$ cat src/sv/wmsp_pkg.sv
// shared types, constants and helpers of the perturbation core
// no dependencies
package wmsp_pkg;

    localparam int MAX_WORDS = 32;
    localparam int FRAC_BITS = 20;
    localparam int IDX_W     = $clog2(MAX_WORDS);
    localparam int CNT_W     = $clog2(MAX_WORDS + 1);
    localparam int WORD_W    = 24;
    localparam int POS_W     = FRAC_BITS + 1;
    localparam int Y2_W      = POS_W + 1;
    localparam int SIN_FB    = 30;
    localparam int MUL_W     = 32;
    localparam int PROD_W    = 2 * MUL_W;
    localparam int SUM_W     = WORD_W + $clog2(MAX_WORDS / 2);
    localparam int ACC_W     = SUM_W + SIN_FB + 1;
    localparam int DIV_W     = SUM_W + SIN_FB;
    localparam int CFG_W     = POS_W;
    localparam int POLY_LAST = 4;

    localparam logic [1:0] CFG_KIND  = 2'd0;
    localparam logic [1:0] CFG_FRAC  = 2'd1;
    localparam logic [1:0] CFG_WORDS = 2'd2;

    localparam logic [1:0] KIND_NONE = 2'd0;
    localparam logic [1:0] KIND_SINE = 2'd1;
    localparam logic [1:0] KIND_CELL = 2'd2;
    localparam logic [1:0] KIND_WAVE = 2'd3;

    localparam logic FUNC_WRITE = 1'b0;
    localparam logic FUNC_EVAL  = 1'b1;

    localparam logic [MUL_W-1:0] INV2PI  = 32'd683565276;
    localparam logic [MUL_W-1:0] SC1     = 32'd1686629713;
    localparam logic [MUL_W-1:0] SC3     = 32'd693598668;
    localparam logic [MUL_W-1:0] SC5     = 32'd85569306;
    localparam logic [MUL_W-1:0] SC7     = 32'd5026995;
    localparam logic [MUL_W-1:0] SC9     = 32'd172272;
    localparam logic [MUL_W-1:0] SC11    = 32'd3864;
    localparam logic [MUL_W-1:0] Q30_ONE = 32'd1073741824;

    localparam logic signed [WORD_W-1:0] WORD_MAX = {1'b0, {(WORD_W-1){1'b1}}};
    localparam logic signed [WORD_W-1:0] WORD_MIN = {1'b1, {(WORD_W-1){1'b0}}};

    typedef struct packed {
        logic                     func;
        logic [IDX_W-1:0]         word_index;
        logic signed [WORD_W-1:0] word_value;
        logic [POS_W-1:0]         position;
    } t_in_item;

    typedef struct packed {
        logic signed [WORD_W-1:0] perturbation;
        logic                     sum_fault;
    } t_out_item;

    typedef struct packed {
        logic             start;
        logic [DIV_W-1:0] dividend;
        logic [DIV_W-1:0] divisor;
    } t_div_req;

    // horner coefficients after the degree-11 seed
    function automatic logic [MUL_W-1:0] poly_coef(input logic [2:0] j);
        logic [MUL_W-1:0] c;
        unique case (j)
            3'd0:    c = SC9;
            3'd1:    c = SC7;
            3'd2:    c = SC5;
            3'd3:    c = SC3;
            default: c = SC1;
        endcase
        return c;
    endfunction

    function automatic logic signed [WORD_W-1:0] sat_word(input logic neg,
                                                         input logic [DIV_W-1:0] mag);
        logic signed [WORD_W-1:0] v;
        if (neg) begin
            v = (mag >= DIV_W'(WORD_MAX) + 1'b1) ? WORD_MIN : -$signed(mag[WORD_W-1:0]);
        end else begin
            v = (mag > DIV_W'(WORD_MAX)) ? WORD_MAX : $signed(mag[WORD_W-1:0]);
        end
        return v;
    endfunction

endpackage

$ cat src/sv/wmsp_mul.sv
// shared 32x32 unsigned multiplier with registered product
// depends on wmsp_pkg
module wmsp_mul (
    input  logic                         i_clk,
    input  logic [wmsp_pkg::MUL_W-1:0]   i_a,
    input  logic [wmsp_pkg::MUL_W-1:0]   i_b,
    output logic [wmsp_pkg::PROD_W-1:0]  o_prod
);

    logic [wmsp_pkg::PROD_W-1:0] r_prod;

    always_ff @(posedge i_clk) begin
        r_prod <= wmsp_pkg::PROD_W'(i_a) * wmsp_pkg::PROD_W'(i_b);
    end

    assign o_prod = r_prod;

endmodule

$ cat config.mk
export PLATFORM = sky130hd
export DESIGN_NAME = wmsp_mul
export DESIGN_NICKNAME = d
export VERILOG_FILES = /design/src/sv/wmsp_pkg.sv /design/src/sv/wmsp_mul.sv
export SDC_FILE = /design/constraint.sdc
export NUM_CORES = 2
export LEC_CHECK = 0
export BUFFER_PORTS_ARGS = -buffer_cell sky130_fd_sc_hd__buf_2
export CORE_UTILIZATION = 60
export CTS_CLUSTER_DIAMETER = 50
export DETAILED_ROUTE_END_ITERATION = 10
export GPL_TIMING_DRIVEN = 0
export PLACE_DENSITY = 0.8
export SLEW_MARGIN = 20
export SYNTH_ARGS = -nofsm -noshare
export SYNTH_HDL_FRONTEND = slang
export SYNTH_SLANG_ARGS = --single-unit
$ cat constraint.sdc
create_clock -name i_clk -period 7.3 [get_ports i_clk]
set_input_delay 0.365 -clock i_clk [delete_from_list [all_inputs] [get_ports i_clk]]
set_output_delay 0.365 -clock i_clk [all_outputs]
set_load 0.03 [all_outputs]
==> impl_metrics.env <==
export IMPL_relSlewSlack_pct=39.8
export IMPL_violations="negative setup slack"
export IMPL_area_growth_syn_to_layout_pct=11.1
export IMPL_wl_per_cell_um=26.5
export IMPL_min_delay_path_depth=2
export IMPL_status="finished, violations left"
export IMPL_worst_hold_slack_ps=312
export IMPL_fmax_mhz=135
export IMPL_dp_hpwl_mm=103
export IMPL_finalSetupViolCount=4
export IMPL_grt_pass1_vias=29000
export IMPL_dr_pass1_iters=5
export IMPL_layout_drive_gt1_share_pct=12.0
export IMPL_largest_register_ffs=64
export IMPL_rsz0062_at_grt="true"
export IMPL_hold_buffers=0
export IMPL_htreeDepth=3
export IMPL_ys_types=57
export IMPL_crit_type="input pin to flop"
export IMPL_die_height_um=242
export IMPL_grt_pass1_wl_mm=182
export IMPL_worstPathRequired_ps=7570
export IMPL_synth_area_leader_cell="fa_1"
export IMPL_tns_ps=-166
export IMPL_place_area_um2=36300
export IMPL_cts_tree="done"
export IMPL_routed_wl_mm=125
export IMPL_clk_path_buf_depth=2
export IMPL_synth_nets=4972
export IMPL_finalWeightedCongestion=1.07
export IMPL_cts_root_buf="clkbuf_16"
export IMPL_portBuffers=128
export IMPL_floorplan_rows=87
export IMPL_ys_warn_count=0
export IMPL_drtAntennaViolNets=0
export IMPL_ys_seq_area_share_pct=3.69
export IMPL_synth_edf_count=0
export IMPL_synth_top_area_share_pct=51.7
export IMPL_numCtsBuffers=9
export IMPL_cp_max_fo=10
export IMPL_slew_viol_final=0
export IMPL_ys_ff_latch=64
export IMPL_die_area_um2=58800
export IMPL_nFillCells=4542
export IMPL_remaining_drc_errors=0
export IMPL_synthArstFlopShare_pct=0
export IMPL_grt_util_met3_pct=13.3
export IMPL_fin_crit_ps=7410
export IMPL_grt_usage_pct=43.4
export IMPL_fin_ws_ps=-114
export IMPL_hold_violations=0
export IMPL_io_pins=129
export IMPL_met1_usage_pct=50.1
export IMPL_cp_end_kind="flop"
export IMPL_cts_sinks=64
export IMPL_drtIter0Drc=2667
export IMPL_synth_cells=3748
export IMPL_syn_area_um2=34700
export IMPL_ys_flop_type="dfxtp_1"
export IMPL_start_kind="input pin"
export IMPL_top_usage_layer="met2"
export IMPL_hold_class="input pin to flop"
export IMPL_finalInstanceArea_um2=38500
export IMPL_timing_final_crit_share_pct=102
export IMPL_start_util_pct=61.1
export IMPL_vias_per_cell=5.93
export IMPL_nNetsFinal=5147
export IMPL_die_w_um=242
export IMPL_avgSynthCellArea_um2=9.25
export IMPL_timing_max_cap_violations=0
export IMPL_grt_use_met2_pct=65.7
export IMPL_core_area_um2=56700
export IMPL_grt_overflow_total=0
export IMPL_num_vias=27900
export IMPL_grt_max_degree=14
export IMPL_clkTransAtPathRegs_ps=60
export IMPL_cp_data_arrival_time_ps=7680
export IMPL_synthTopCellsByArea="fa_1 (52%), and2_1 (11%), ha_1 (9.5%)"
export IMPL_worstMarginPinSlew_ps=903
export IMPL_grt_antenna_before_repair=22
==> critical path, stage by stage <==
cell and delay, ps:
clkbuf_4 170, buf_4 220, and2_1 170, fa_1 500, fa_1 510, inv_2 80, fa_2 570, inv_1 60
fa_2 520, inv_1 50, fa_2 660, fa_1 470, fa_2 430, fa_1 490, inv_1 40, ha_1 300
buf_6 130, nand4_1 150, or4_4 460, a2bb2oi_2 190, o211a_1 190, a31oi_4 280, a31o_4 220, a211oi_2 90
o21ai_1 170, xor2_1 190
==> Yosys cell counts, types with 4 or more instances <==
cell type,instances
clkbuf_1,213
o21bai_1,10
and2_1,602
nor3_1,7
inv_1,865
dfxtp_1,64
o21a_1,9
ha_1,263
nand4_1,23
a21o_1,40
a31oi_1,12
nand2_1,480
o21ai_0,21
nand3_1,10
and3_1,14
a21oi_1,63
buf_2,6
nor2_1,20
xnor2_1,35
fa_1,896
xor2_1,25
o21ai_1,5
a221o_1,4
==> final cells by class <==
type                    instances  area, um^2  area share [%]
multi-input cells            2599       29700            77.0
inverters                     865        3250            8.43
plain buffers                 210        1940            5.04
flip-flops and latches         64        1280            3.33
repair buffers                174        1100            2.86
well taps                     756         946            2.45
clock buffers                   9         225           0.584
clock inverters                 7        78.8           0.205
diodes                         14        35.0          0.0909
==> repair_timing <==
| action | in CTS | in global routing |
|---|---|---|
| setup endpoints to repair | 34 | 26 |
| pin swaps | 13 | 30 |
| gates cloned | 0 | 2 |
| resized for setup | 369 | 330 |
| setup buffers | 8 | 36 |
==> per-stage QoR <==
| step | utilization (%) | instances | setup WS, ps |
|---|---|---|---|
| 3_5_place_dp | 63.9 | 4632 | -1540 |
| 2_1_floorplan | - | 3748 | 182 |
| 3_3_place_gp | 63.9 | 4632 | -1550 |
| 6_report | 67.9 | 4698 | -114 |
| 4_1_cts | 66.3 | 4649 | -60.2 |
| 5_1_grt | 67.9 | 4695 | -199 |
==> final timing paths <==
kind | from | endpoint | slack (ps)
hold / removal | i_b[0] | o_prod[0]$_DFF_P_ | 310
setup / recovery | i_b[11] | o_prod[62]$_DFF_P_ | -110
==> logic make-up after synthesis <==
kind of cell	share of synthesized area (%)
adder cells (fa/ha/maj)	61.2
flip-flops	3.69
multiplexers	0.0289
XOR/XNOR	1.52
AND/OR/NAND/NOR	17.6
buffers and inverters	11.8
AO/OA/AOI/OAI	4.15
==> cell usage in the layout, fill, tap and decap left out, types with 9 or more instances in the layout <==
cell	Yosys	final
buf_2	6	122
clkbuf_4	0	41
xor2_1	25	25
buf_6	0	39
buf_4	0	85
buf_8	0	12
a21o_1	40	40
clkbuf_1	213	21
clkbuf_16	0	14
fa_1	896	862
a21oi_2	3	10
nand3_1	10	10
nand2_1	480	478
o21ai_0	21	20
nand4_1	23	23
xnor2_1	35	35
ha_1	263	251
a31oi_1	12	10
o21a_1	9	9
inv_1	865	862
buf_12	0	16
clkbuf_2	0	27
dfxtp_1	64	64
clkbuf_8	0	15
and3_1	14	14
o21bai_1	10	10
diode_2	0	14
a21oi_1	63	54
nor2_1	20	19
and2_1	602	602
fa_2	0	34
==> layer usage <==
layer / share of wire (%) / wire length, um
met1: 32 / 39700
met2: 44 / 54700
met3: 13 / 16100
met4: 11 / 14000
met5: 0.018 / 23
Power is left out: the tool's default activity adds up to more than one toggle a clock period on the data nets, which glitch-free logic cannot reach.
