**src/sv/wmsp_ram.sv**
```systemverilog
// generic single-write, single-read ram with registered read data
// no dependencies
module wmsp_ram #(
    parameter int WIDTH = 8,
    parameter int DEPTH = 16
) (
    input  logic                     i_clk,
    input  logic                     i_we,
    input  logic [$clog2(DEPTH)-1:0] i_waddr,
    input  logic [WIDTH-1:0]         i_wdata,
    input  logic [$clog2(DEPTH)-1:0] i_raddr,
    output logic [WIDTH-1:0]         o_rdata
);

    logic [WIDTH-1:0] r_mem [DEPTH];
    logic [WIDTH-1:0] r_rdata;

    always_ff @(posedge i_clk) begin
        if (i_we) begin
            r_mem[i_waddr] <= i_wdata;
        end
        r_rdata <= r_mem[i_raddr];
    end

    assign o_rdata = r_rdata;

endmodule

```
**config.mk**
```make
export PLATFORM = sky130hd
export DESIGN_NAME = wmsp_ram
export DESIGN_NICKNAME = d
export VERILOG_FILES = /design/src/sv/wmsp_ram.sv
export SDC_FILE = /design/constraint.sdc
export NUM_CORES = 1
export LEC_CHECK = 0
export BUFFER_PORTS_ARGS = -buffer_cell sky130_fd_sc_hd__buf_4
export CORE_ASPECT_RATIO = 0.9
export CORE_MARGIN = 2
export CORE_UTILIZATION = 47
export CTS_BUF_LIST = sky130_fd_sc_hd__clkbuf_8
export CTS_CLUSTER_DIAMETER = 60
export DETAILED_ROUTE_END_ITERATION = 7
export MAX_ROUTING_LAYER = met4
export PLACE_DENSITY = 0.75
export SLEW_MARGIN = 15
export SYNTH_ARGS = -nofsm -noshare
export SYNTH_HDL_FRONTEND = slang
export SYNTH_SLANG_ARGS = --single-unit
```
**constraint.sdc**
```tcl
create_clock -name i_clk -period 1.98 [get_ports i_clk]
set_clock_uncertainty 0.1 [all_clocks]
set_input_delay 0.297 -clock i_clk [delete_from_list [all_inputs] [get_ports i_clk]]
set_output_delay 0.297 -clock i_clk [all_outputs]
set_load 0.02 [all_outputs]
```
==> results.ini, run 1 <==
[setup_path]
setup.worst_path.end_class = register
ff2ff_path_depth = 3
rr_endpoint = o_rdata[2]$_DFF_P_
worst_ep_required_time_ns = 2.19
criticalPathCategory = register to register
timing.critical_path.fanout_max = 1
timing.critical_path.to = o_rdata[2]$_DFF_P_
startpoint = r_mem[9][2]$_DFFE_PP_
r2r-start = r_mem[9][2]$_DFFE_PP_
critical_path_arrival_ns = 1.68
critPathLaunchType = register
rrSetupSlack_ns = 0.50

[sta]
min_period_ns = 1.48
post_route_clock_period_utilization_pct = 74.7
finalHoldViolations = 0
unrepaired_setup_endpoints_after_global_routing = false
worst_slack_ns = 0.502
setup_violations = 0
report.final.slew_viol_count = 0
max_clock_freq_ghz = 0.677
setup_tns_ns = 0
maxSlewHeadroom_pct = 59.7
worst_slew_pin_slew_ns = 0.602
finalHoldWorstSlack_ns = 0.0772

[synth]
post_synthesis_cell_area_um2 = 5150
synth.top_cells.by_count = 128 x edfxtp_1, 18 x mux4_2, 16 x a22oi_1
async_flop_share_pct = 0
ys_dominant_reg_cell = edfxtp_1
synth_cell_types = 19
synth_fp_nets = 247
synthesis.instances = 229
ys_seq_elements = 136
yosys.cell_count.top_type = edfxtp_1
synth_enable_flop_cells = 128
yosysWarningCount = 0
syn-mean-instance-area_um2 = 22.5
yosysTopAreaCellShare_pct = 74.7
yosys-top-cells-area = edfxtp_1 75%, mux4_2 7.9%, mux4_1 7.1%
ys_seq_area_share_pct = 77.8
post-synth-top-area-cell = edfxtp_1

[floorplanning]
core.rowCount = 36
die_x_extent_um = 114
core_um2 = 10800
die-area_um2 = 11800
initial_utilization_pct = 47.8
io-pin-count = 26
die-height_um = 103

[placed_design]
placement.io_buffers = 25
gpl.final_weighted_congestion = 0.799
detailed_place.area_um2 = 5620
place_worst_setup_slack_ns = 0.159
hpwl_um = 6250

[route]
drt-total-wl_um = 9470
route.detailed.vias_per_inst = 5.63
drt-initial-drc-count = 173
drt_pre_antenna_iters = 4
wl_per_cell_um = 22.0
routed-via-count = 2428
detail-route-antenna-nets = 0
remaining_drc_errors = 0

[clock_network]
cts_hold_repair.buffers = 0
tritoncts_clock_tree = done
clock_latency_reported_for_the_late_side_of_the_worst_skew_pair_ns = 0.42
cts_post_setup_buffers_inserted = 0
cts_sinks = 136
cts.reportedPaths.clkPinSlew_ns = 0.08
ctsLongestPathBuffers = 2
htreeDepth = 4
cts_repair_resizes = 0
cts_inserted_buffers = 17
cts_root_buf = clkbuf_8

[power_and_ir_drop]
power_frac_clock_pct = 38.9
peakVddDrop_uv = 561
comb_power_share_pct = 5.9
leakage_nw = 2.05
power_switching_share_pct = 20.3
p_int_mw = 4.67
netSwitchingPower_mw = 1.19
p_seq_share_pct = 55.2
power-per-cell-area_nw_per_um2 = 972
design_power_total_mw = 5.87

[grt]
combined_global_route_utilization_of_all_metal_layers_pct = 18.7
antenna_found_initial = 0
grt_use_met2_pct = 28.6
grt_pass1_vias = 2487
grt_pass1_wl_um = 14700
grt_start_max_net_pins = 19
grtUsageMet1_pct = 24.3
remaining_global_route_overflow = 0
grt_busiest_layer = met2
gr_util_met3_pct = 5.30

[worst_hold_path]
hp-class = input port to register

[finish]
syn2layout_area_growth_pct = 17.2
finalInstanceArea_um2 = 6030
antenna-diode-count = 0
ratio_of_cells_with_drive_above_1_in_the_final_layout_pct = 32.6
fill_cells = 795
design.final.nets = 303

[status]
outcome = finished, final reports clean

[job]
timing.max_cap.violations = 0

cells in the final DEF, fill, tap and decap left out:
master      instances
a22oi_1            16
and2_1              1
and2b_1             1
buf_12              3
buf_4              44
bufinv_16           3
clkbuf_8           19
clkinv_2            4
clkinv_4            2
clkinvlp_4          3
dfxtp_1             8
edfxtp_1          128
inv_1               1
mux4_1             14
mux4_2             18
nand2_1             9
nand2b_1            2
nand3_1             1
nand3b_1            2
nor2_1             13
nor2b_1             1
nor3_1              4
or3b_2              1
registers in the layout (all words and copies together), names as in the netlist:
| register | count |
|---|---|
| r_mem | 128 |
| o_rdata | 8 |
metal layers:
metal / vias to the layer above / share of wire, %
met5: - / 0
met4: 0 / 0.59
met3: 6 / 6.6
met2: 74 / 50
met1: 1267 / 43
li1: 1081 / -
per-stage QoR:
stage          std cells  utilization (%)
2_1_floorplan        229                -
3_3_place_gp         399             52.2
3_5_place_dp         399             52.2
4_1_cts              431             56.0
5_1_grt              431             56.0
6_report             431             56.0
power groups by stage:
stage	clock network, mW	logic (mW)	registers [mW]
floorplan	0	0.163	3.32
global placement	0	0.340	3.30
detailed placement	0	0.348	3.30
CTS	2.33	0.351	3.24
global route	2.45	0.375	3.24
finish	2.28	0.345	3.24
worst max-delay path: stages (launching register included):
cell,delay [ns]
edfxtp_1,0.37
mux4_1,0.52
a22oi_1,0.30
nand2_1,0.07
cell type report:
cell class | instances | area (um2) | area share [%]
repair buffers | 47 | 390 | 6.47
well taps | 133 | 166 | 2.76
flip-flops and latches | 136 | 4000 | 66.4
clock buffers | 19 | 262 | 4.33
multi-input cells | 83 | 1060 | 17.5
clock inverters | 13 | 154 | 2.55
worst min path at each step:
stage	startpoint	end	slack, ns	cells past startpoint
5_1_grt	i_wdata[5]	r_mem[15][5]$_DFFE_PP_	0.07	1
6_report	i_wdata[0]	r_mem[2][0]$_DFFE_PP_	0.08	1
4_1_cts	i_wdata[0]	r_mem[1][0]$_DFFE_PP_	0.05	1
2_1_floorplan	i_wdata[0]	r_mem[0][0]$_DFFE_PP_	0.30	0
3_3_place_gp	i_wdata[2]	r_mem[2][2]$_DFFE_PP_	0.50	1
3_5_place_dp	i_wdata[0]	r_mem[4][0]$_DFFE_PP_	0.51	1
cell families after synthesis:
family | count (synthesis) | share of synthesized area, %
buffers and inverters | 10 | 1.68
flip-flops | 136 | 77.8
multiplexers | 32 | 15.0
AND/OR/NAND/NOR | 35 | 3.18
AO/OA/AOI/OAI | 16 | 2.33
Note: power is estimated with default switching activity, not from simulation.
==> run 2, diff against run 1 <==
clock period = 1.3 ns   (was 1.98 ns; I/O delays follow)
==> results.ini, run 2 (synthesized netlist as in run 1, its figures left out) <==
[worst_hold_path]
worstHoldStart = i_raddr[0]  ; was i_wdata[0]
hp-class = input port to register  ; unchanged

[placed_design]
placement.io_buffers = 25  ; unchanged
hpwl_um = 6230  ; was 6250 um
detailed_place.area_um2 = 5780  ; was 5620 um2
gpl.final_weighted_congestion = 0.773  ; was 0.799

[power_and_ir_drop]
p_int_mw = 6.95  ; was 4.67 mW
power_frac_clock_pct = 38.4  ; was 38.9%
comb_power_share_pct = 6.9  ; was 5.9%
leakage_nw = 2.11  ; was 2.05 nW
power-per-cell-area_nw_per_um2 = 1430  ; was 972 nW/um2
power_switching_share_pct = 22.8  ; was 20.3%
p_seq_share_pct = 54.8  ; was 55.2%
netSwitchingPower_mw = 2.05  ; was 1.19 mW
peakVddDrop_uv = 591  ; was 561 uV

[setup_path]
timing.critical_path.max_delay_family = multiplexers  ; unchanged
critical_path.slowest_cell = mux4_2  ; was mux4_1
criticalPathCategory = register to register  ; unchanged
r2r-start = r_mem[9][1]$_DFFE_PP_  ; was r_mem[9][2]$_DFFE_PP_
setup.worst_path.end_class = register  ; unchanged
startpoint = r_mem[9][1]$_DFFE_PP_  ; was r_mem[9][2]$_DFFE_PP_
critical_path_arrival_ns = 1.61  ; was 1.68 ns
worst_ep_required_time_ns = 1.51  ; was 2.19 ns
slowest_delay_ns = 0.47  ; was 0.52 ns
critPathLaunchType = register  ; unchanged
cp_cell_sequence = mux4_2 > a22oi_2 > nand2_1  ; was mux4_1 > a22oi_1 > nand2_1
timing.critical_path.fanout_max = 1  ; unchanged
crit_buf_inv = 0  ; unchanged

[sta]
post_route_clock_period_utilization_pct = 108  ; was 74.7%
min_period_ns = 1.40  ; was 1.48 ns
unrepaired_setup_endpoints_after_global_routing = true  ; was false
maxSlewHeadroom_pct = 43.3  ; was 59.7%
setup_tns_ns = -0.509  ; was 0 ns
max_clock_freq_ghz = 0.715  ; was 0.677 GHz
worst_slew_pin_slew_ns = 0.847  ; was 0.602 ns
setup_violations = 8  ; was 0
worst_slack_ns = -0.0990  ; was 0.502 ns
finalHoldViolations = 0  ; unchanged
report.final.slew_viol_count = 0  ; unchanged

[finish]
finalInstanceArea_um2 = 6290  ; was 6030 um2
ratio_of_cells_with_drive_above_1_in_the_final_layout_pct = 42.3  ; was 32.6%
number_of_flip_flops_under_the_largest_register_name = 128  ; unchanged
design.final.nets = 324  ; was 303
final_design_utilization_pct = 58.4  ; was 56.0%
layout_commonest_cell = edfxtp_1  ; unchanged
layout.cells.most_common_list = 128 x edfxtp_1, 52 x buf_4, 31 x mux4_2  ; was 128 x edfxtp_1, 44 x buf_4, 19 x clkbuf_8
register_bank_with_the_most_flops = r_mem  ; unchanged
antenna-diode-count = 0  ; unchanged
syn2layout_area_growth_pct = 22.2  ; was 17.2%

[route]
route.detailed.vias_per_inst = 5.39  ; was 5.63
remaining_drc_errors = 0  ; unchanged
drt-total-wl_um = 9510  ; was 9470 um
routed-via-count = 2436  ; was 2428
drt_pre_antenna_iters = 4  ; unchanged
detail-route-antenna-nets = 0  ; unchanged
wl_per_cell_um = 21.0  ; was 22.0 um
drt-initial-drc-count = 292  ; was 173

[floorplanning]
die-area_um2 = 11800  ; unchanged
io-pin-count = 26  ; unchanged
core.rowCount = 36  ; unchanged
core_um2 = 10800  ; unchanged
initial_utilization_pct = 47.8  ; unchanged
die_x_extent_um = 114  ; unchanged
die-height_um = 103  ; unchanged

[grt]
remaining_global_route_overflow = 0  ; unchanged
grt_pass1_vias = 2477  ; was 2487
grt_start_max_net_pins = 17  ; was 19
antenna_found_initial = 0  ; unchanged
grt_pass1_wl_um = 14500  ; was 14700 um
combined_global_route_utilization_of_all_metal_layers_pct = 18.2  ; was 18.7%

[clock_network]
tritoncts_clock_tree = done  ; unchanged
ctsLongestPathBuffers = 2  ; unchanged
cts.reportedPaths.clkPinSlew_ns = 0.09  ; was 0.08 ns
cts_inserted_buffers = 17  ; unchanged
cts_post_setup_buffers_inserted = 0  ; unchanged
cts_root_buf = clkbuf_8  ; unchanged
clock_latency_reported_for_the_late_side_of_the_worst_skew_pair_ns = 0.43  ; was 0.42 ns
cts_sinks = 136  ; unchanged
htreeDepth = 4  ; unchanged

[status]
failed_checks = setup timing
outcome = finished with violations  ; was finished, final reports clean

[job]
timing.max_cap.violations = 0  ; unchanged

## run 2: area by class of cell
type	count	area, um2
clock inverter	15	170
timing repair buffer	68	631
clock buffer	17	234
tap	133	166
multi-input combinational	83	1080
fill	752	4480
sequential	136	4000
## run 2: stage by stage
stage / hold slack, ns / power [mW] / instances / worst slack, ns
final: 0.229 / 9.00 / 452 / -0.0990
after global routing: 0.227 / 9.28 / 452 / -0.147
after CTS: 0.215 / 9.05 / 452 / -0.109
after detailed placement: 0.413 / 5.62 / 412 / -0.425
after global placement: 0.401 / 5.60 / 412 / -0.404
after floorplan: 0.194 / 5.33 / 229 / -0.128
## run 2: path summary, 6_finish.rpt
| kind | cells past startpoint | slack [ns] | end |
|---|---|---|---|
| worst min register to register | 3 | 0.57 | o_rdata[4]$_DFF_P_ |
| worst max register to register | 3 | -0.1 | o_rdata[1]$_DFF_P_ |
| worst min-delay path | 4 | 0.23 | o_rdata[0]$_DFF_P_ |
| worst max-delay path | 3 | -0.1 | o_rdata[1]$_DFF_P_ |
## run 2: power by group through the flow
stage | Clock (mW) | Sequential [mW] | Combinational [mW]
after floorplan | 0 | 5.05 | 0.279
after global placement | 0 | 5.02 | 0.578
after detailed placement | 0 | 5.02 | 0.593
after CTS | 3.50 | 4.93 | 0.622
after global routing | 3.68 | 4.93 | 0.665
final | 3.45 | 4.93 | 0.617
## run 2: what timing repair did
item / 4_1_cts / 5_1_grt
hold buffers: 8 / 0
hold endpoints to repair: 118 / 0
resized for setup: 4 / 1
pin swaps: 0 / 1
setup endpoints to repair: 8 / 8
## run 2: routing by layer
layer / vias to the layer above / global-route usage, % / part of all wire, %
li1: 1114 / - / -
met1: 1240 / 24.9 / 45
met2: 74 / 27.1 / 49
met3: 8 / 4.66 / 5.1
met4: 0 / 6.19 / 1.0
met5: - / - / 0
## run 2: worst min-delay path: cells and delay by family
family | cells | cell delay [ns]
compound gates | 1 | 0.09
buf+inv | 1 | 0.15
simple gates | 1 | 0.06
mux | 1 | 0.23
