**src/sv/wmsp_pkg.sv**
```systemverilog
// shared types, constants and helpers of the perturbation core
// no dependencies
package wmsp_pkg;

    localparam int MAX_WORDS = 32;
    localparam int FRAC_BITS = 20;
    localparam int IDX_W     = $clog2(MAX_WORDS);
    localparam int CNT_W     = $clog2(MAX_WORDS + 1);
    localparam int WORD_W    = 24;
    localparam int POS_W     = FRAC_BITS + 1;
    localparam int Y2_W      = POS_W + 1;
    localparam int SIN_FB    = 30;
    localparam int MUL_W     = 32;
    localparam int PROD_W    = 2 * MUL_W;
    localparam int SUM_W     = WORD_W + $clog2(MAX_WORDS / 2);
    localparam int ACC_W     = SUM_W + SIN_FB + 1;
    localparam int DIV_W     = SUM_W + SIN_FB;
    localparam int CFG_W     = POS_W;
    localparam int POLY_LAST = 4;

    localparam logic [1:0] CFG_KIND  = 2'd0;
    localparam logic [1:0] CFG_FRAC  = 2'd1;
    localparam logic [1:0] CFG_WORDS = 2'd2;

    localparam logic [1:0] KIND_NONE = 2'd0;
    localparam logic [1:0] KIND_SINE = 2'd1;
    localparam logic [1:0] KIND_CELL = 2'd2;
    localparam logic [1:0] KIND_WAVE = 2'd3;

    localparam logic FUNC_WRITE = 1'b0;
    localparam logic FUNC_EVAL  = 1'b1;

    localparam logic [MUL_W-1:0] INV2PI  = 32'd683565276;
    localparam logic [MUL_W-1:0] SC1     = 32'd1686629713;
    localparam logic [MUL_W-1:0] SC3     = 32'd693598668;
    localparam logic [MUL_W-1:0] SC5     = 32'd85569306;
    localparam logic [MUL_W-1:0] SC7     = 32'd5026995;
    localparam logic [MUL_W-1:0] SC9     = 32'd172272;
    localparam logic [MUL_W-1:0] SC11    = 32'd3864;
    localparam logic [MUL_W-1:0] Q30_ONE = 32'd1073741824;

    localparam logic signed [WORD_W-1:0] WORD_MAX = {1'b0, {(WORD_W-1){1'b1}}};
    localparam logic signed [WORD_W-1:0] WORD_MIN = {1'b1, {(WORD_W-1){1'b0}}};

    typedef struct packed {
        logic                     func;
        logic [IDX_W-1:0]         word_index;
        logic signed [WORD_W-1:0] word_value;
        logic [POS_W-1:0]         position;
    } t_in_item;

    typedef struct packed {
        logic signed [WORD_W-1:0] perturbation;
        logic                     sum_fault;
    } t_out_item;

    typedef struct packed {
        logic             start;
        logic [DIV_W-1:0] dividend;
        logic [DIV_W-1:0] divisor;
    } t_div_req;

    // horner coefficients after the degree-11 seed
    function automatic logic [MUL_W-1:0] poly_coef(input logic [2:0] j);
        logic [MUL_W-1:0] c;
        unique case (j)
            3'd0:    c = SC9;
            3'd1:    c = SC7;
            3'd2:    c = SC5;
            3'd3:    c = SC3;
            default: c = SC1;
        endcase
        return c;
    endfunction

    function automatic logic signed [WORD_W-1:0] sat_word(input logic neg,
                                                         input logic [DIV_W-1:0] mag);
        logic signed [WORD_W-1:0] v;
        if (neg) begin
            v = (mag >= DIV_W'(WORD_MAX) + 1'b1) ? WORD_MIN : -$signed(mag[WORD_W-1:0]);
        end else begin
            v = (mag > DIV_W'(WORD_MAX)) ? WORD_MAX : $signed(mag[WORD_W-1:0]);
        end
        return v;
    endfunction

endpackage

```
**src/sv/wmsp_div.sv**
```systemverilog
// restoring divider, one quotient bit per cycle
// depends on wmsp_pkg
module wmsp_div (
    input  logic                        i_clk,
    input  logic                        i_rst_n,
    input  wmsp_pkg::t_div_req          i_req,
    output logic                        o_done,
    output logic [wmsp_pkg::DIV_W-1:0]  o_quot
);

    localparam int W   = wmsp_pkg::DIV_W;
    localparam int C_W = $clog2(W);

    logic [W-1:0]   r_rem;
    logic [W-1:0]   r_dvd;
    logic [W-1:0]   r_dvs;
    logic [C_W-1:0] r_cnt;
    logic           r_busy;
    logic           r_done;
    logic [W:0]     rem_sh;
    logic [W:0]     diff;

    assign rem_sh = {r_rem, r_dvd[W-1]};
    assign diff   = rem_sh - {1'b0, r_dvs};

    always_ff @(posedge i_clk) begin
        if (!i_rst_n) begin
            r_busy <= 1'b0;
            r_done <= 1'b0;
            r_cnt  <= '0;
        end else begin
            r_done <= 1'b0;
            if (i_req.start) begin
                r_busy <= 1'b1;
                r_cnt  <= '0;
            end else if (r_busy) begin
                r_cnt <= r_cnt + 1'b1;
                if (r_cnt == C_W'(W - 1)) begin
                    r_busy <= 1'b0;
                    r_done <= 1'b1;
                end
            end
        end
    end

    // quotient bits shift into the dividend register
    always_ff @(posedge i_clk) begin
        if (i_req.start) begin
            r_rem <= '0;
            r_dvd <= i_req.dividend;
            r_dvs <= i_req.divisor;
        end else if (r_busy) begin
            r_rem <= diff[W] ? rem_sh[W-1:0] : diff[W-1:0];
            r_dvd <= {r_dvd[W-2:0], ~diff[W]};
        end
    end

    assign o_done = r_done;
    assign o_quot = r_dvd;

endmodule

```
**config.mk**
```make
export PLATFORM = sky130hd
export DESIGN_NAME = wmsp_div
export DESIGN_NICKNAME = d
export VERILOG_FILES = /design/src/sv/wmsp_pkg.sv /design/src/sv/wmsp_div.sv
export SDC_FILE = /design/constraint.sdc
export NUM_CORES = 1
export LEC_CHECK = 0
export ABC_AREA = 0
export BUFFER_PORTS_ARGS = -buffer_cell sky130_fd_sc_hd__buf_2
export CAP_MARGIN = 20
export CORE_ASPECT_RATIO = 0.5
export CORE_MARGIN = 10
export CORE_UTILIZATION = 45
export CTS_BUF_LIST = sky130_fd_sc_hd__clkbuf_8
export CTS_CLUSTER_SIZE = 40
export DETAILED_ROUTE_END_ITERATION = 10
export MAX_ROUTING_LAYER = met4
export PLACE_DENSITY = 0.79
export SLEW_MARGIN = 30
export SYNTH_ARGS = -nofsm -noshare
export SYNTH_HDL_FRONTEND = slang
export SYNTH_SLANG_ARGS = --single-unit
```
**constraint.sdc**
```tcl
create_clock -name i_clk -period 3.4 [get_ports i_clk]
set_input_delay 0.51 -clock i_clk [delete_from_list [all_inputs] [get_ports i_clk]]
set_output_delay 0.51 -clock i_clk [all_outputs]
set_load 0.02 [all_outputs]
```
==> results of run 1 <==
## worst reg2reg max path, delay by kind of cell (launching register included)
family	cells	cell delay, ps
DFF	1	400
AOI/OAI and AO/OA	7	1600
buffers and inverters	4	470
xor gates and xnor gates	1	290
and+or+nand+nor	1	60
adders and majority gates	2	520
## worst paths after layout
path	start	slack, ps	cells past startpoint	to
max	o_quot[57]	-30	15	r_rem[26]
min	i_req[57]	160	1	r_dvs[57]
max reg2reg	o_quot[57]	-30	15	r_rem[26]
min reg2reg	r_cnt[5]	500	2	r_cnt[5]
## registers in the layout, summed over array words and instances (netlist names)
register,flops
o_quot,58
r_dvs,58
r_rem,58
r_cnt,6
o_done,1
r_busy,1
## cells in the mapped netlist (6+ instances only)
cell type	number	area, um^2
a22oi_1	15	113
a21oi_1	76	380
ha_1	60	751
nor2b_1	9	56.3
xnor2_1	30	263
clkbuf_1	38	143
a311oi_1	16	140
o21ai_0	50	250
edfxtp_1	116	3480
nor3_1	7	35.0
a31oi_1	8	50.1
nand2_1	124	465
nand4_1	25	156
o21bai_1	8	60.1
buf_2	19	95.1
xor2_1	25	219
dfxtp_1	66	1320
a311oi_2	18	270
mux2i_1	6	60.1
a21o_1	23	173
mux2_2	61	687
nand3_1	7	35.0
nor2_1	98	368
inv_1	75	282
o21a_1	8	60.1
o21ai_1	16	80.1
## layout by cell type (no fill, tap or decap), types with 4 or more instances in the layout
| cell | instances |
|---|---|
| a22oi_2 | 6 |
| nor2b_1 | 9 |
| nand3_1 | 7 |
| buf_4 | 27 |
| buf_6 | 11 |
| nand3b_1 | 4 |
| xor2_1 | 25 |
| a311oi_2 | 24 |
| o21ai_0 | 45 |
| a21oi_1 | 71 |
| inv_1 | 74 |
| nand2_1 | 98 |
| nor3_1 | 7 |
| mux2i_1 | 6 |
| nor2_1 | 96 |
| a311oi_1 | 10 |
| dfxtp_1 | 65 |
| o21bai_1 | 8 |
| o211ai_1 | 4 |
| xnor2_1 | 30 |
| o21ai_1 | 19 |
| a22oi_1 | 9 |
| buf_2 | 176 |
| inv_8 | 4 |
| o21a_1 | 8 |
| and3_1 | 5 |
| nand2b_1 | 4 |
| clkbuf_8 | 17 |
| a21o_1 | 23 |
| inv_6 | 5 |
| nand2_2 | 13 |
| ha_1 | 59 |
| edfxtp_1 | 116 |
| nand2_4 | 13 |
| nand4_1 | 25 |
| mux2_2 | 60 |
| a31oi_1 | 7 |
| a21oi_2 | 7 |
## layer usage
| metal | GRT usage | wire length, um | up-vias | share of wire |
|---|---|---|---|---|
| li1 | - | - | 4315 | - |
| met1 | 0.214 | 12500 | 4370 | 0.43 |
| met2 | 0.306 | 14200 | 317 | 0.49 |
| met3 | 0.0364 | 1520 | 51 | 0.053 |
| met4 | 0.0622 | 588 | 0 | 0.020 |
| met5 | - | 0 | - | 0 |
## final cells by class
cell class,count,area share
clock inverters,15,0.0142
multi-input cells,771,0.446
flip-flops and latches,182,0.369
clock buffers,17,0.0180
inverters,75,0.0216
repair buffers,219,0.101
diodes,3,0.000577
well taps,307,0.0295
## logic make-up after synthesis
family	after synthesis	synth area share
AND/OR/NAND/NOR	300	0.123
AO/OA/AOI/OAI	283	0.191
flip-flops	182	0.444
buffers and inverters	138	0.0526
multiplexers	68	0.0701
adder cells (fa/ha/maj)	61	0.0712
XOR/XNOR	57	0.0486
## where the power goes
group          switching (uW)  internal (uW)
logic                     995            695
registers                 116           2560
clock network             906            687
total                    2020           3940
## repair_timing
| item | in CTS | in global routing |
|---|---|---|
| gates resized for setup | 7 | 94 |
| buffers inserted | 1 | 14 |
| pin swaps | 4 | 57 |
| setup endpoints to repair | 50 | 59 |
| gates cloned | 2 | 3 |
| endpoints found under the hold margin | 0 | 0 |
## stage by stage
step                      area, um^2  worst slack (ps)
after detailed placement       12000             -90.2
final                          13000             -28.5
after floorplan                10800              36.7
after global routing           13000              -142
after global placement         12000              55.5
after CTS                      12500             -40.4
==> results.py, run 1 <==
metrics = {
    "outcome": {
        "outcome": "complete, but fails checks",
        "violations": "setup timing",
    },
    "final_layout": {
        "stdcell_count": 1589,
        "syn2layout_area_growth_pct": 20.3,
        "multiInputGateArea_um2": 5810,
        "fin_nets": 1446,
        "drive_gt1_frac": 0.325,
        "fill_cells": 2000,
        "area.sequential_um2": 4810,
        "fin_util": 0.560,
    },
    "global_route": {
        "grt_pass1_wl_um": 44400,
        "grt_pass1_vias": 8979,
        "grt_max_degree": 92,
        "gr-usage-all-layers": 0.181,
        "gr-total-overflow": 0,
        "antenna_found_initial": 3,
    },
    "timing": {
        "tns_ps": -44.0,
        "min_period_ps": 3430,
        "rsz0062_at_grt": "true",
        "hold_viol": 0,
        "timing.fmax_mhz": 292,
        "period_share": 1.01,
        "tightest_slew_ps": 814,
        "setup_ws_ps": -28.5,
        "slew_violations": 0,
        "finalClockSkew_ps": 17.4,
        "holdWs_ps": 156,
        "slew_headroom": 0.457,
        "finalSetupViolCount": 4,
    },
    "critical_path": {
        "critPathCaptureType": "register",
        "setup.worst_path.start_class": "register",
        "critPathKind": "reg2reg",
        "crit_fanout": 8,
        "slowest_stage": "a221o_2",
        "crit_arrival_ps": 3850,
        "crit_top_cell": "a31oi_4",
        "crit_chain": "inv_1 > ha_2 > inv_2 > fa_2 > a21o_1 > a221o_2 > a31oi_4 > o21bai_4 > a31oi_4 > o21ai_4 > xnor2_4 > buf_6 > clkbuf_16 > nand2_4 > a311oi_2",
        "crit_required_ps": 3820,
        "path_delay_family": "compound AO/OA/AOI/OAI gates",
        "slowest_delay_ps": 430,
        "crit_buf_inv": 4,
    },
    "routing": {
        "wl_per_cell_um": 18.2,
        "vias": 9053,
        "viasPerCell": 5.70,
        "wirelength_um": 28900,
        "drc": 0,
        "drt-initial-drc-count": 712,
        "detail-route-antenna-nets": 0,
        "dr.pass1.iters": 6,
    },
    "floorplanning": {
        "start_util": 0.466,
        "rows": 39,
        "io_pins": 178,
        "die_area_um2": 31000,
        "die_y_um": 130,
        "core_area_um2": 23200,
        "chipWidth_um": 239,
    },
    "clock_network": {
        "root_buffer": "clkbuf_8",
        "cts_buffers": 17,
        "clockBufferDepth": 2,
        "cts_tree": "built",
        "clk_pin_slew_ps": 110,
        "clock_sinks": 182,
        "cts_max_level": 4,
        "cts_hold_buf": 0,
        "clock_latency_ps": 520,
    },
    "synth": {
        "syn-num-nets": 1269,
        "yosysWarningCount": 0,
        "ys_seq_area_frac": 0.444,
        "syn_avg_cell_area_um2": 9.94,
        "synth-seq-cells": 182,
        "synthArstFlopShare": 0,
        "syn_inst": 1089,
        "synth-main-ff-cell": "edfxtp_1",
        "syn_area_um2": 10800,
        "synth_edf_count": 116,
        "synth_cell_types": 81,
    },
    "place": {
        "portBuffers": 177,
        "place_hpwl_um": 20300,
        "place.gp.congestion": 0.960,
        "placed_cells": 1534,
    },
    "power_and_ir_drop": {
        "p_leak_uw": 0.00536,
        "power.density_nw_per_um2": 458,
        "power_uw": 5960,
        "vdd_drop_max_v": 0.000277,
    },
    "job": {
        "drv_cap": 0,
    },
    "hold_path": {
        "hp-class": "in2reg",
    },
}
Note: power is estimated with default switching activity, not from simulation.
==> run 2: changes to the inputs <==
Settings changed: ABC_AREA 0 to 1, PLACE_DENSITY 0.79 to 0.77.
==> results.py, run 2 <==
metrics = {
    "outcome": {
        "outcome": "finished clean",
    },
    "timing": {
        "slew_headroom": 0.415,
        "hold_viol": 0,
        "slew_violations": 0,
        "finalClockSkew_ps": 20.0,
        "setup_ws_ps": 239,
        "tns_ps": 0,
        "tightest_slew_ps": 877,
        "period_share": 0.930,
        "rsz0062_at_grt": "false",
        "finalSetupViolCount": 0,
        "min_period_ps": 3160,
        "timing.fmax_mhz": 316,
    },
    "critical_path": {
        "setup.worst_path.start_class": "register",
        "critPathKind": "reg2reg",
        "crit_chain": "inv_1 > ha_1 > inv_1 > fa_1 > nand3_1 > nand3_1 > nand2_1 > nand3_2 > nand2_4 > nand3_4 > nand2_4 > nand2_1 > nand3_1 > nand2_1",
        "slowest_delay_ps": 490,
        "path_delay_family": "simple AND/OR/NAND/NOR gates",
        "crit_required_ps": 3810,
        "rr_worst_depth": 14,
        "crit_fanout": 49,
        "crit_arrival_ps": 3570,
        "r2r_start": "o_quot[57]",
        "r2r-end": "r_rem[29]",
        "crit_buf_inv": 2,
        "slowest_stage": "nand2_4",
        "rrSetupSlack_ps": 240,
        "critPathCaptureType": "register",
    },
    "routing": {
        "wl_per_cell_um": 14.9,
        "vias": 12500,
        "viasPerCell": 4.82,
        "wirelength_um": 38600,
        "drt-initial-drc-count": 1118,
        "dr.pass1.iters": 5,
        "drc": 0,
        "detail-route-antenna-nets": 0,
    },
    "global_route": {
        "gr-usage-all-layers": 0.216,
        "grt_max_degree": 76,
        "grt_pass1_wl_um": 60900,
        "grt_pass1_vias": 11600,
        "antenna_found_initial": 5,
        "gr-total-overflow": 0,
    },
    "hold_path": {
        "hp-class": "in2reg",
        "min_path_cells": 1,
        "min_from": "i_req[39]",
        "whs_endpoint": "r_dvs[39]",
    },
    "synth": {
        "yosysWarningCount": 0,
        "syn_inst": 2022,
        "syn_avg_cell_area_um2": 6.37,
        "syn-num-nets": 2202,
        "yosysMostFrequentCell": "nand2_1",
        "synth-main-ff-cell": "edfxtp_1",
        "ys_seq_area_frac": 0.373,
        "yosys.area.top_type_share": 0.271,
        "yosys.area.top_type": "nand2_1",
        "synth_cell_types": 40,
        "synth.area.top_cells": "nand2_1 27%, edfxtp_1 27%, inv_1 13%, dfxtp_1 10%, ha_1 5.8%",
        "synth_edf_count": 116,
        "synthArstFlopShare": 0,
        "syn_area_um2": 12900,
        "synth-seq-cells": 182,
        "synth_common_cells": "930 x nand2_1, 435 x inv_1, 116 x edfxtp_1, 113 x nand3_1, 106 x nor2_1",
    },
    "clock_network": {
        "cts.repair.resized": 0,
        "cts_max_level": 4,
        "clockBufferDepth": 2,
        "cts_hold_buf": 0,
        "post_cts_buffers": 0,
        "cts_tree": "built",
        "clock_latency_ps": 520,
        "root_buffer": "clkbuf_8",
        "cts_buffers": 17,
        "clock_sinks": 182,
        "clk_pin_slew_ps": 120,
    },
    "floorplanning": {
        "start_util": 0.461,
        "core_area_um2": 27900,
        "die_y_um": 140,
        "chipWidth_um": 259,
        "die_area_um2": 36200,
        "rows": 43,
        "io_pins": 178,
    },
    "power_and_ir_drop": {
        "p_sw_uw": 1580,
        "vdd_drop_max_v": 0.000234,
        "power.density_nw_per_um2": 337,
        "internal_power_uw": 3330,
        "p_sw_frac": 0.322,
        "p_leak_uw": 0.00827,
        "power_frac_seq": 0.523,
        "clkPwrFrac": 0.321,
        "comb_power_share": 0.157,
    },
    "place": {
        "place.gp.congestion": 1.03,
        "placed_cell_area_um2": 14200,
        "post-place-ws_ps": 328,
        "portBuffers": 177,
        "place_hpwl_um": 30600,
    },
    "final_layout": {
        "multiInputGateArea_um2": 6260,
        "fin_nets": 2370,
        "drive_gt1_frac": 0.113,
        "final_common_cell": "nand2_1",
        "fill_cells": 2807,
        "area.sequential_um2": 4800,
        "fin_area_um2": 14600,
        "syn2layout_area_growth_pct": 13.3,
        "final_cell_mix": "930 x nand2_1, 433 x inv_1, 176 x buf_2, 116 x edfxtp_1, 113 x nand3_1",
    },
    "job": {
        "drv_cap": 0,
    },
}
## run 2: cell count changes after synthesis, moves of 16 or more
cell	delta
inv_1	+360
mux2_2	-61
o21ai_0	-38
a311oi_1	-16
nand2_1	+806
a21oi_1	-47
a21o_1	-22
a311oi_2	-18
nand3_1	+106
## run 2: logic make-up after synthesis
family,after synthesis,share of synthesized area
adders and majority gates,61,0.0598
xor gates and xnor gates,31,0.0211
and+or+nand+nor,1220,0.383
DFF,182,0.373
AOI/OAI and AO/OA,49,0.0205
buffers and inverters,479,0.143
## run 2: layout make-up
type                       count  share of cell area
inverter                     442               0.114
multi-input combinational   1361               0.429
timing repair buffer         186              0.0655
tap                          382              0.0328
antenna                        6             0.00103
clock inverter                15              0.0131
sequential                   182               0.329
clock buffer                  17              0.0160
## run 2: power groups by stage
| stage | logic [uW] | registers, uW | clock network [uW] |
|---|---|---|---|
| floorplan | 374 | 2690 | 0 |
| global placement | 758 | 2610 | 0 |
| detailed placement | 766 | 2610 | 0 |
| CTS | 769 | 2570 | 1620 |
| global route | 850 | 2580 | 1690 |
| finish | 769 | 2570 | 1580 |
## run 2: how the worst max path moves through the flow
stage,cells after the start,from,slack [ps],to
after CTS,14,o_quot[57],260,r_rem[32]
after global routing,14,o_quot[57],10,r_rem[2]
final,14,o_quot[57],240,r_rem[29]
after detailed placement,14,o_quot[57],330,r_rem[32]
after floorplan,4,i_req[116],770,o_quot[0]
after global placement,14,o_quot[57],410,r_rem[5]
## run 2: per-stage QoR
stage / total power (uW) / util / hold slack (ps) / instances
5_1_grt: 5130 / 0.523 / 125 / 2590
3_5_place_dp: 3380 / 0.507 / 463 / 2553
3_3_place_gp: 3370 / 0.507 / 461 / 2553
2_1_floorplan: 3070 / - / 449 / 2022
4_1_cts: 4950 / 0.522 / 110 / 2585
6_report: 4910 / 0.523 / 149 / 2591
## run 2: layer usage
metal	up-vias	global-route usage	routed length (um)
met4	0	0.0425	345
met3	23	0.0509	3570
met2	454	0.314	16200
met5	-	-	0
met1	5626	0.300	18400
li1	6386	-	-
